<file path="config.mk">
export PLATFORM = sky130hd
export DESIGN_NAME = task_device_selector
export DESIGN_NICKNAME = d
export VERILOG_FILES = /design/src/tds_pkg.sv /design/src/tds_front.sv /design/src/tds_queue.sv /design/src/tds_back.sv /design/src/task_device_selector.sv
export SDC_FILE = /design/constraint.sdc
export NUM_CORES = 2
export LEC_CHECK = 0
export CAP_MARGIN = 15
export CORE_MARGIN = 1
export CORE_UTILIZATION = 40
export DETAILED_ROUTE_END_ITERATION = 8
export DONT_BUFFER_PORTS = 1
export GPL_TIMING_DRIVEN = 0
export SYNTH_ARGS = -nofsm -noshare
export SYNTH_HDL_FRONTEND = slang
export SYNTH_HIERARCHICAL = 1
export SYNTH_SLANG_ARGS = --single-unit
</file>
<file path="constraint.sdc">
create_clock -name clk -period 7.6 [get_ports clk]
set_input_delay 0.38 -clock clk [delete_from_list [all_inputs] [get_ports clk]]
set_output_delay 0.38 -clock clk [all_outputs]
set_load 0.01 [all_outputs]
</file>
<file path="src/tds_pkg.sv">
// ----------------------------------------------------------------------------
// tds_pkg
// Shared types and constants of the task device selector.
// ----------------------------------------------------------------------------
package tds_pkg;

  // Verdict codes, in the order in which the checks are made.
  localparam logic [3:0] VERDICT_OK      = 4'd0;
  localparam logic [3:0] VERDICT_OFFLINE = 4'd1;
  localparam logic [3:0] VERDICT_RAM     = 4'd2;
  localparam logic [3:0] VERDICT_ADC     = 4'd3;
  localparam logic [3:0] VERDICT_QFULL   = 4'd9;

  localparam int CAP_BITS = 6;

  // Configuration register indexes.
  localparam logic [1:0] REG_CPU_WEIGHT     = 2'd0;
  localparam logic [1:0] REG_QUEUE_WEIGHT   = 2'd1;
  localparam logic [1:0] REG_LATENCY_WEIGHT = 2'd2;

  localparam logic [15:0] WEIGHT_RESET = 16'd256;

  // floor(x * 65536 / 100) == (x * RECIP_100) >> RECIP_SHIFT for any 16-bit x.
  localparam logic [31:0] RECIP_100   = 32'd2748779070;
  localparam int          RECIP_SHIFT = 22;

  localparam int SCORE_W = 34;
  localparam int PROD_W  = 48;
  localparam int TERM_W  = 26;

  typedef struct packed {
    logic [15:0] cpu_gain;
    logic [15:0] queue_gain;
    logic [15:0] lat_gain;
  } weights_t;

  // One classified device record as it travels from front to back.
  typedef struct packed {
    logic [7:0]  device_id;
    logic [3:0]  verdict;
    logic [6:0]  cpu_load;
    logic [15:0] delay_ms;
    logic [7:0]  queue_len;
    logic [7:0]  queue_cap;
    logic        last_device;
  } item_t;

endpackage

</file>
<file path="src/tds_front.sv">
// ----------------------------------------------------------------------------
// tds_front
// Eligibility check of one device record; packs the record for the back end.
// ----------------------------------------------------------------------------
module tds_front (
  input  logic [7:0]      device_id,
  input  logic            online,
  input  logic [15:0]     ram_avail,
  input  logic [5:0]      capability_mask,
  input  logic [7:0]      queue_len,
  input  logic [7:0]      queue_cap,
  input  logic [6:0]      cpu_load,
  input  logic [15:0]     delay_ms,
  input  logic [15:0]     ram_needed,
  input  logic [5:0]      need_mask,
  input  logic            last_device,
  output tds_pkg::item_t  item
);

  logic [5:0] missing;
  logic [3:0] verdict;

  assign missing = need_mask & ~capability_mask;

  // The lowest missing capability decides the verdict among the capability checks.
  always_comb begin
    verdict = tds_pkg::VERDICT_OK;
    priority if (!online) begin
      verdict = tds_pkg::VERDICT_OFFLINE;
    end else if (ram_avail < ram_needed) begin
      verdict = tds_pkg::VERDICT_RAM;
    end else if (missing != 6'd0) begin
      for (int b = tds_pkg::CAP_BITS - 1; b >= 0; b--) begin
        if (missing[b]) begin
          verdict = tds_pkg::VERDICT_ADC + 4'(b);
        end
      end
    end else if (queue_len >= queue_cap) begin
      verdict = tds_pkg::VERDICT_QFULL;
    end else begin
      verdict = tds_pkg::VERDICT_OK;
    end
  end

  always_comb begin
    item.device_id   = device_id;
    item.verdict     = verdict;
    item.cpu_load    = cpu_load;
    item.delay_ms    = delay_ms;
    item.queue_len   = queue_len;
    item.queue_cap   = queue_cap;
    item.last_device = last_device;
  end

endmodule

</file>
<file path="src/tds_queue.sv">
// ----------------------------------------------------------------------------
// tds_queue
// Short first-in first-out queue of classified items between front and back.
// ----------------------------------------------------------------------------
module tds_queue #(
  parameter int DEPTH = 2
) (
  input  logic            clk,
  input  logic            rst,
  input  logic            wr_en,
  input  tds_pkg::item_t  wr_data,
  output logic            full,
  input  logic            rd_en,
  output tds_pkg::item_t  rd_data,
  output logic            empty
);

  localparam int PTR_W = (DEPTH > 1) ? $clog2(DEPTH) : 1;
  localparam int CNT_W = $clog2(DEPTH + 1);
  localparam logic [PTR_W-1:0] LAST_PTR = PTR_W'(DEPTH - 1);

  tds_pkg::item_t   entries [DEPTH];
  logic [PTR_W-1:0] wr_ptr;
  logic [PTR_W-1:0] rd_ptr;
  logic [CNT_W-1:0] count;
  logic             do_wr;
  logic             do_rd;

  assign full    = (count == CNT_W'(DEPTH));
  assign empty   = (count == '0);
  assign do_wr   = wr_en && !full;
  assign do_rd   = rd_en && !empty;
  assign rd_data = entries[rd_ptr];

  always_ff @(posedge clk) begin
    if (rst) begin
      wr_ptr <= '0;
      rd_ptr <= '0;
      count  <= '0;
    end else begin
      if (do_wr) begin
        wr_ptr <= (wr_ptr == LAST_PTR) ? '0 : wr_ptr + 1'b1;
      end
      if (do_rd) begin
        rd_ptr <= (rd_ptr == LAST_PTR) ? '0 : rd_ptr + 1'b1;
      end
      if (do_wr && !do_rd) begin
        count <= count + 1'b1;
      end else if (do_rd && !do_wr) begin
        count <= count - 1'b1;
      end
    end
  end

  always_ff @(posedge clk) begin
    if (do_wr) begin
      entries[wr_ptr] <= wr_data;
    end
  end

endmodule

</file>
<file path="src/tds_back.sv">
// ----------------------------------------------------------------------------
// tds_back
// Scores eligible items, keeps the best device of the task, drives results.
// ----------------------------------------------------------------------------
module tds_back (
  input  logic                  clk,
  input  logic                  rst,
  input  tds_pkg::weights_t     weights,
  input  logic                  q_valid,
  input  tds_pkg::item_t        q_item,
  output logic                  q_pop,
  output logic                  out_valid,
  input  logic                  out_pop,
  output logic [3:0]            out_verdict,
  output logic [tds_pkg::SCORE_W-1:0] out_score,
  output logic                  out_done,
  output logic                  out_blocked,
  output logic [7:0]            out_chosen
);

  localparam logic [3:0] ST_IDLE = 4'd0;
  localparam logic [3:0] ST_CPU  = 4'd1;
  localparam logic [3:0] ST_CPUW = 4'd2;
  localparam logic [3:0] ST_LAT  = 4'd3;
  localparam logic [3:0] ST_LATW = 4'd4;
  localparam logic [3:0] ST_ACC  = 4'd5;
  localparam logic [3:0] ST_WAIT = 4'd6;
  localparam logic [3:0] ST_QW   = 4'd7;
  localparam logic [3:0] ST_SUM  = 4'd8;

  localparam int          DIV_STEPS = 16;
  localparam logic [4:0]  DIV_DONE  = 5'(DIV_STEPS);

  localparam int SW = tds_pkg::SCORE_W;
  localparam int PW = tds_pkg::PROD_W;
  localparam int TW = tds_pkg::TERM_W;
  localparam int RS = tds_pkg::RECIP_SHIFT;

  logic [3:0]     state;
  tds_pkg::item_t cur;
  logic [PW-1:0]  prod;
  logic [SW-1:0]  acc;
  logic [7:0]     div_rem;
  logic [15:0]    div_quot;
  logic [4:0]     div_cnt;

  logic [SW-1:0]  top_score;
  logic [7:0]     best_id;
  logic           best_found;

  logic [31:0]    mul_a;
  logic [15:0]    mul_b;
  logic [PW-1:0]  mul_p;
  logic [TW-1:0]  term;
  logic [SW-1:0]  weighted;
  logic [SW-1:0]  sum_score;
  logic           better;
  logic [8:0]     rem_sh;
  logic           rem_ge;
  logic [8:0]     rem_sub;
  logic           take;

  assign take  = (state == ST_IDLE) && !out_valid && q_valid;
  assign q_pop = take;

  assign term     = prod[RS +: TW];
  assign weighted = prod[8 +: SW];

  // One shared multiplier; the operands follow the step of the sequence.
  always_comb begin
    mul_a = tds_pkg::RECIP_100;
    mul_b = 16'd0;
    unique case (state)
      ST_CPU: begin
        mul_b = {9'd0, cur.cpu_load};
      end
      ST_CPUW: begin
        mul_a = {6'd0, term};
        mul_b = weights.cpu_gain;
      end
      ST_LAT: begin
        mul_b = cur.delay_ms;
      end
      ST_LATW: begin
        mul_a = {6'd0, term};
        mul_b = weights.lat_gain;
      end
      ST_QW: begin
        mul_a = {16'd0, div_quot};
        mul_b = weights.queue_gain;
      end
      default: begin
        mul_a = tds_pkg::RECIP_100;
        mul_b = 16'd0;
      end
    endcase
  end

  assign mul_p = PW'(mul_a) * PW'(mul_b);

  // Restoring division of the queue length * 65536 by the capacity, one bit a cycle.
  // The remainder starts at the queue length, which is below the capacity.
  assign rem_sh  = {div_rem, 1'b0};
  assign rem_ge  = (rem_sh >= {1'b0, cur.queue_cap});
  assign rem_sub = rem_sh - {1'b0, cur.queue_cap};

  assign sum_score = acc + weighted;
  assign better    = (sum_score < top_score);

  always_ff @(posedge clk) begin
    if (rst) begin
      state      <= ST_IDLE;
      out_valid  <= 1'b0;
      top_score  <= '1;
      best_id    <= 8'd0;
      best_found <= 1'b0;
      div_cnt    <= DIV_DONE;
    end else begin
      if (out_valid && out_pop) begin
        out_valid <= 1'b0;
      end

      if (div_cnt != DIV_DONE) begin
        div_rem  <= rem_ge ? rem_sub[7:0] : rem_sh[7:0];
        div_quot <= {div_quot[14:0], rem_ge};
        div_cnt  <= div_cnt + 1'b1;
      end

      unique case (state)
        ST_IDLE: begin
          if (take) begin
            cur <= q_item;
            if (q_item.verdict == tds_pkg::VERDICT_OK) begin
              div_rem  <= q_item.queue_len;
              div_quot <= 16'd0;
              div_cnt  <= 5'd0;
              state    <= ST_CPU;
            end else begin
              out_valid   <= 1'b1;
              out_verdict <= q_item.verdict;
              out_score   <= '0;
              out_done    <= q_item.last_device;
              out_blocked <= q_item.last_device && !best_found;
              out_chosen  <= (q_item.last_device && best_found) ? best_id : 8'd0;
              if (q_item.last_device) begin
                top_score  <= '1;
                best_id    <= 8'd0;
                best_found <= 1'b0;
              end
            end
          end
        end
        ST_CPU: begin
          prod  <= mul_p;
          state <= ST_CPUW;
        end
        ST_CPUW: begin
          prod  <= mul_p;
          state <= ST_LAT;
        end
        ST_LAT: begin
          acc   <= weighted;
          prod  <= mul_p;
          state <= ST_LATW;
        end
        ST_LATW: begin
          prod  <= mul_p;
          state <= ST_ACC;
        end
        ST_ACC: begin
          acc   <= sum_score;
          state <= ST_WAIT;
        end
        ST_WAIT: begin
          if (div_cnt == DIV_DONE) begin
            state <= ST_QW;
          end
        end
        ST_QW: begin
          prod  <= mul_p;
          state <= ST_SUM;
        end
        ST_SUM: begin
          out_valid   <= 1'b1;
          out_verdict <= tds_pkg::VERDICT_OK;
          out_score   <= sum_score;
          out_done    <= cur.last_device;
          out_blocked <= 1'b0;
          if (cur.last_device) begin
            out_chosen <= better ? cur.device_id : best_id;
          end else begin
            out_chosen <= 8'd0;
          end
          if (cur.last_device) begin
            top_score  <= '1;
            best_id    <= 8'd0;
            best_found <= 1'b0;
          end else if (better) begin
            top_score  <= sum_score;
            best_id    <= cur.device_id;
            best_found <= 1'b1;
          end
          state <= ST_IDLE;
        end
        default: begin
          state <= ST_IDLE;
        end
      endcase
    end
  end

endmodule

</file>
<file path="src/task_device_selector.sv">
// ----------------------------------------------------------------------------
// task_device_selector
// Picks the lowest-score eligible device of a task from a stream of records.
// ----------------------------------------------------------------------------
//
//  Channel   Handshake             Direction  Payload
//  input     push / full           in         device record and task need
//  result    empty / pop           out        verdict, score, task outcome
//  config    cfg_valid / cfg_ready in         cfg_index, cfg_data (weights)
//
// An ineligible item is answered in the cycle after the back end takes it; an
// eligible one waits for the 16-step queue-fill divider, which runs beside the
// shared multiplier that forms the cpu, latency and weighted terms. The back end
// takes the next item only once the result is popped, so it does not start on a
// new record while the result of the last one is still waiting.
// The input queue holds QUEUE_DEPTH items, so records keep arriving while the
// back end is busy or while a result waits to be popped.
// Reset is synchronous; it empties the queues, clears the task state and sets
// all weights to 1.0. Writes to an index beyond the weight list are dropped.
//
module task_device_selector #(
  parameter int QUEUE_DEPTH = 2
) (
  input  logic        clk,
  input  logic        rst,
  input  logic        push,
  output logic        full,
  input  logic [7:0]  device_id,
  input  logic        online,
  input  logic [15:0] ram_avail,
  input  logic [5:0]  capability_mask,
  input  logic [7:0]  queue_len,
  input  logic [7:0]  queue_cap,
  input  logic [6:0]  cpu_load,
  input  logic [15:0] delay_ms,
  input  logic [15:0] ram_needed,
  input  logic [5:0]  need_mask,
  input  logic        last_device,
  output logic        empty,
  input  logic        pop,
  output logic [3:0]  verdict,
  output logic [33:0] score,
  output logic        done_res,
  output logic        blocked,
  output logic [7:0]  chosen_id,
  input  logic        cfg_valid,
  output logic        cfg_ready,
  input  logic [1:0]  cfg_index,
  input  logic [15:0] cfg_data
);

  tds_pkg::weights_t weights;
  tds_pkg::item_t    front_item;
  tds_pkg::item_t    q_item;
  logic              q_empty;
  logic              q_pop;
  logic              out_valid;

  assign cfg_ready = 1'b1;

  always_ff @(posedge clk) begin
    if (rst) begin
      weights.cpu_gain   <= tds_pkg::WEIGHT_RESET;
      weights.queue_gain <= tds_pkg::WEIGHT_RESET;
      weights.lat_gain   <= tds_pkg::WEIGHT_RESET;
    end else if (cfg_valid && cfg_ready) begin
      unique case (cfg_index)
        tds_pkg::REG_CPU_WEIGHT:     weights.cpu_gain   <= cfg_data;
        tds_pkg::REG_QUEUE_WEIGHT:   weights.queue_gain <= cfg_data;
        tds_pkg::REG_LATENCY_WEIGHT: weights.lat_gain   <= cfg_data;
        default: begin
        end
      endcase
    end
  end

  tds_front u_front (
    .device_id       (device_id),
    .online          (online),
    .ram_avail       (ram_avail),
    .capability_mask (capability_mask),
    .queue_len       (queue_len),
    .queue_cap       (queue_cap),
    .cpu_load        (cpu_load),
    .delay_ms        (delay_ms),
    .ram_needed      (ram_needed),
    .need_mask       (need_mask),
    .last_device     (last_device),
    .item            (front_item)
  );

  tds_queue #(
    .DEPTH (QUEUE_DEPTH)
  ) u_queue (
    .clk     (clk),
    .rst     (rst),
    .wr_en   (push),
    .wr_data (front_item),
    .full    (full),
    .rd_en   (q_pop),
    .rd_data (q_item),
    .empty   (q_empty)
  );

  tds_back u_back (
    .clk         (clk),
    .rst         (rst),
    .weights     (weights),
    .q_valid     (!q_empty),
    .q_item      (q_item),
    .q_pop       (q_pop),
    .out_valid   (out_valid),
    .out_pop     (pop),
    .out_verdict (verdict),
    .out_score   (score),
    .out_done    (done_res),
    .out_blocked (blocked),
    .out_chosen  (chosen_id)
  );

  assign empty = !out_valid;

endmodule

</file>
==> results by group <==
CTS
  • Reg clk slew, reported paths: 0.06 ns
  • CTS tree: done
  • TritonCTS buffer count: 41
  • CTS root buf: clkbuf_16
  • CTS max path bufs: 3
  • TritonCTS sink count: 396
  • Skew-Pair Late Insertion Delay: 0.58 ns
  • H-tree depth: 2

Flow run
  • Max-cap violations: 0

Critical path
  • Reg2reg path depth: 32
  • Worst Path Class, Setup: reg -> reg
  • CP max FO: 6
  • CP max stage cell: fa_1
  • Crit path from: u_back/state[1]$_SDFFE_PP0P_
  • Worst r2r src: u_back/state[1]$_SDFFE_PP0P_
  • Worst EP arrival: 7.81 ns
  • Crit path largest cell delay: 0.52 ns
  • Worst endpoint required time: 7.88 ns
  • Crit end category: flop
  • Setup crit start kind: flop

Synthesis
  • Post-Syn Nets: 4017
  • Mapped Avg Cell Area: 10.0 um^2
  • Synth Flop Type: edfxtp_1
  • Post-synth ARST share: 0%
  • Seq/Total Area, Yosys: 32.7%
  • Synth warnings: 6
  • Netlist Area Pre-Place: 33100 um^2
  • EDFF count, synth: 290
  • Yosys reg bits: 396
  • Synth unique cells: 93
  • Mapped Cells: 3306

Final layout
  • Ant. Diodes: 0
  • Final nets: 4247
  • Util after Layout: 47.6%
  • Commonest non-fill, non-tap cells in the layout: inv_1 (543), nand2_1 (379), fa_1 (352)
  • Layout area overhead: 17.9%
  • Filler instances: 7633
  • Area occupied by multi-input gates: 20300 um^2
  • Register area: 10800 um^2
  • Layout cell share with drive strength beyond 1: 16.1%
  • Commonest non-fill, non-tap cell in the layout: inv_1

Min path
  • Hold path depth: 2
  • HP Class: in -> reg
  • Hold Path Origin: cfg_data[14]

STA
  • Worst-Margin Slew: 1.15 ns
  • Period Utilization, post-route: 99.1%
  • # setup viols final: 0
  • Min Tclk post-route: 7.53 ns
  • Rel. slew slack: 23.1%
  • Setup tns final: 0 ns
  • Pins Over Slew Limit: 0
  • RSZ-0062 raised after global routing: true
  • Final hold violation count: 0
  • Setup Skew: 0.0252 ns
  • Fmax: 133 MHz

Global routing
  • Initial antenna violation count: 2
  • Global Route Usage Sum: 21.5%
  • Total grt overflow: 0
  • First-pass GRT wire length: 139 mm
  • Vias in the first global route: 24223
  • Largest net degree at the start of global routing: 34

Floorplanning
  • Die H: 290 um
  • Effective utilization at floorplan: 40.4%
  • Chip Width: 290 um
  • Num rows: 105
  • Core Area: 82000 um^2
  • IO Count: 167
  • Die footprint: 83900 um^2

Route
  • DRT iter0 DRCs: 1702
  • Via-per-instance ratio: 5.21
  • DRT Pass-1 Iters: 5
  • Routed wire per std cell: 19.4 um
  • Antenna Nets Post-Route: 0
  • DRT Wirelength: 90.0 mm
  • Via count: 24166
  • Drt drc: 0

Placement
  • DP HPWL: 68.7 mm
  • RePlAce Congestion: 0.943
  • # port buffers: 0

Pwr
  • Logic pwr share: 33.9%
  • PwrDens: 192 nW/um^2
  • Leak: 17.9 nW
  • Clock share of power: 26.5%
  • Sw Ratio: 34.5%
  • Tot Pwr: 0.00751 W
  • Reported net switching power: 0.00259 W
  • Peak supply drop: 0.000166 V
  • Pint: 0.00492 W
  • Register share of total power: 39.6%

Run status
  • Status: finished, final reports clean
-- worst max-delay path, delay by kind of cell (launching register included) --
family                     cells  cell delay [ns]
buffers and inverters         12             1.29
AOI/OAI and AO/OA              9             1.82
adders and majority gates      7             3.09
and+or+nand+nor                4             0.70
DFF                            1             0.33
-- cell families (layout without fill, tap and decap cells) --
| group | Yosys count | in the layout | share of synthesized area, % |
|---|---|---|---|
| compound gates | 439 | 439 | 8.96 |
| xor+xnor | 80 | 80 | 2.14 |
| flops | 396 | 396 | 32.7 |
| fa+ha+maj | 595 | 595 | 30.6 |
| mux | 112 | 112 | 3.60 |
| buf+inv | 723 | 984 | 8.93 |
| simple gates | 960 | 961 | 13.1 |
| other cells | 1 | 1 | 0.0113 |
-- final cells by class --
type	count	area share (%)
Buffer	153	3.14
Clock buffer	55	2.82
Clock inverter	20	0.510
Inverter	550	5.29
Multi-Input combinational cell	2188	52.0
Sequential cell	396	27.8
Tap cell	1070	3.43
Timing Repair Buffer	206	5.00
-- power by group through the flow --
stage	registers [W]	clock network, W	logic (W)
floorplan	0.00295	0	0.00163
CTS	0.00297	0.00203	0.00244
detailed placement	0.00301	0	0.00229
global placement	0.00303	0	0.00222
finish	0.00298	0.00199	0.00255
global route	0.00301	0.00212	0.00280
-- metal layers --
layer / global-route usage (%) / routed length, um
met3: 4.11 / 6080
met5: 0 / 0
met2: 35.4 / 42300
met4: 5.43 / 2380
met1: 29.2 / 39300
-- flip-flops by register name, summed over array words and instances, names as in the netlist, 5 cells and up, named ones only --
signal / cells
u_back/acc: 34
u_back/div_quot: 16
u_back/div_rem: 8
u_back/best_id: 8
u_back/prod: 40
u_back/cur: 40
weights: 48
u_back/div_cnt: 5
u_queue/entries: 104
u_back/top_score: 34
u_back/out_chosen: 8
u_back/out_score: 34
-- final timing paths --
check	end	slack (ns)
max	u_back/prod[23]$_DFFE_PP_	0.07
min	weights[46]$_SDFFE_PP0P_	0.01
max reg2reg	u_back/prod[23]$_DFFE_PP_	0.07
min reg2reg	u_back/top_score[33]$_SDFFE_PP1P_	0.46
-- per-stage QoR --
| stage | std cells | instance area [um^2] | setup WS, ns | hold slack, ns |
|---|---|---|---|---|
| 5_1_grt | 4638 | 39000 | -0.145 | 0.00229 |
| 4_1_cts | 4580 | 38000 | 0.00132 | 0.000104 |
| 3_5_place_dp | 4393 | 34700 | -2.29 | 0.455 |
| 3_3_place_gp | 4376 | 34500 | -2.35 | 0.454 |
| 2_1_floorplan | 3306 | 33100 | -0.0195 | 0.440 |
| 6_report | 4638 | 39000 | 0.0716 | 0.0122 |
-- cells in the mapped netlist, types with 16 or more instances --
cell type  instances  area, um^2
and2_1            24         150
dfxtp_1          106        2120
nor2_1           295        1110
nand2_1          390        1460
mux2_2            56         631
o21ai_0           89         445
ha_1             238        2980
nand4_1           28         175
xor2_1            31         272
a21oi_1           98         490
nand3_1           30         150
buf_4             52         390
nand2b_1          79         494
o22ai_1           25         156
a22oi_1           29         218
xnor2_1           48         420
a21o_1            43         323
inv_1            550        2060
nor2b_1           16         100
fa_1             357        7150
mux2i_1           56         561
clkbuf_1         100         375
nor3_1            20         100
a22o_1            26         228
edfxtp_1         290        8710
-- repair_timing --
item / 4_1_cts / 5_1_grt
endpoints found under the hold margin: 104 / 0
pin swaps: 46 / 69
gates resized for setup: 237 / 143
setup buffers: 79 / 55
hold buffers: 51 / 0
endpoints found under the setup margin: 39 / 25
gates cloned: 2 / 3
No activity file was read; power rests on OpenSTA's default activity.
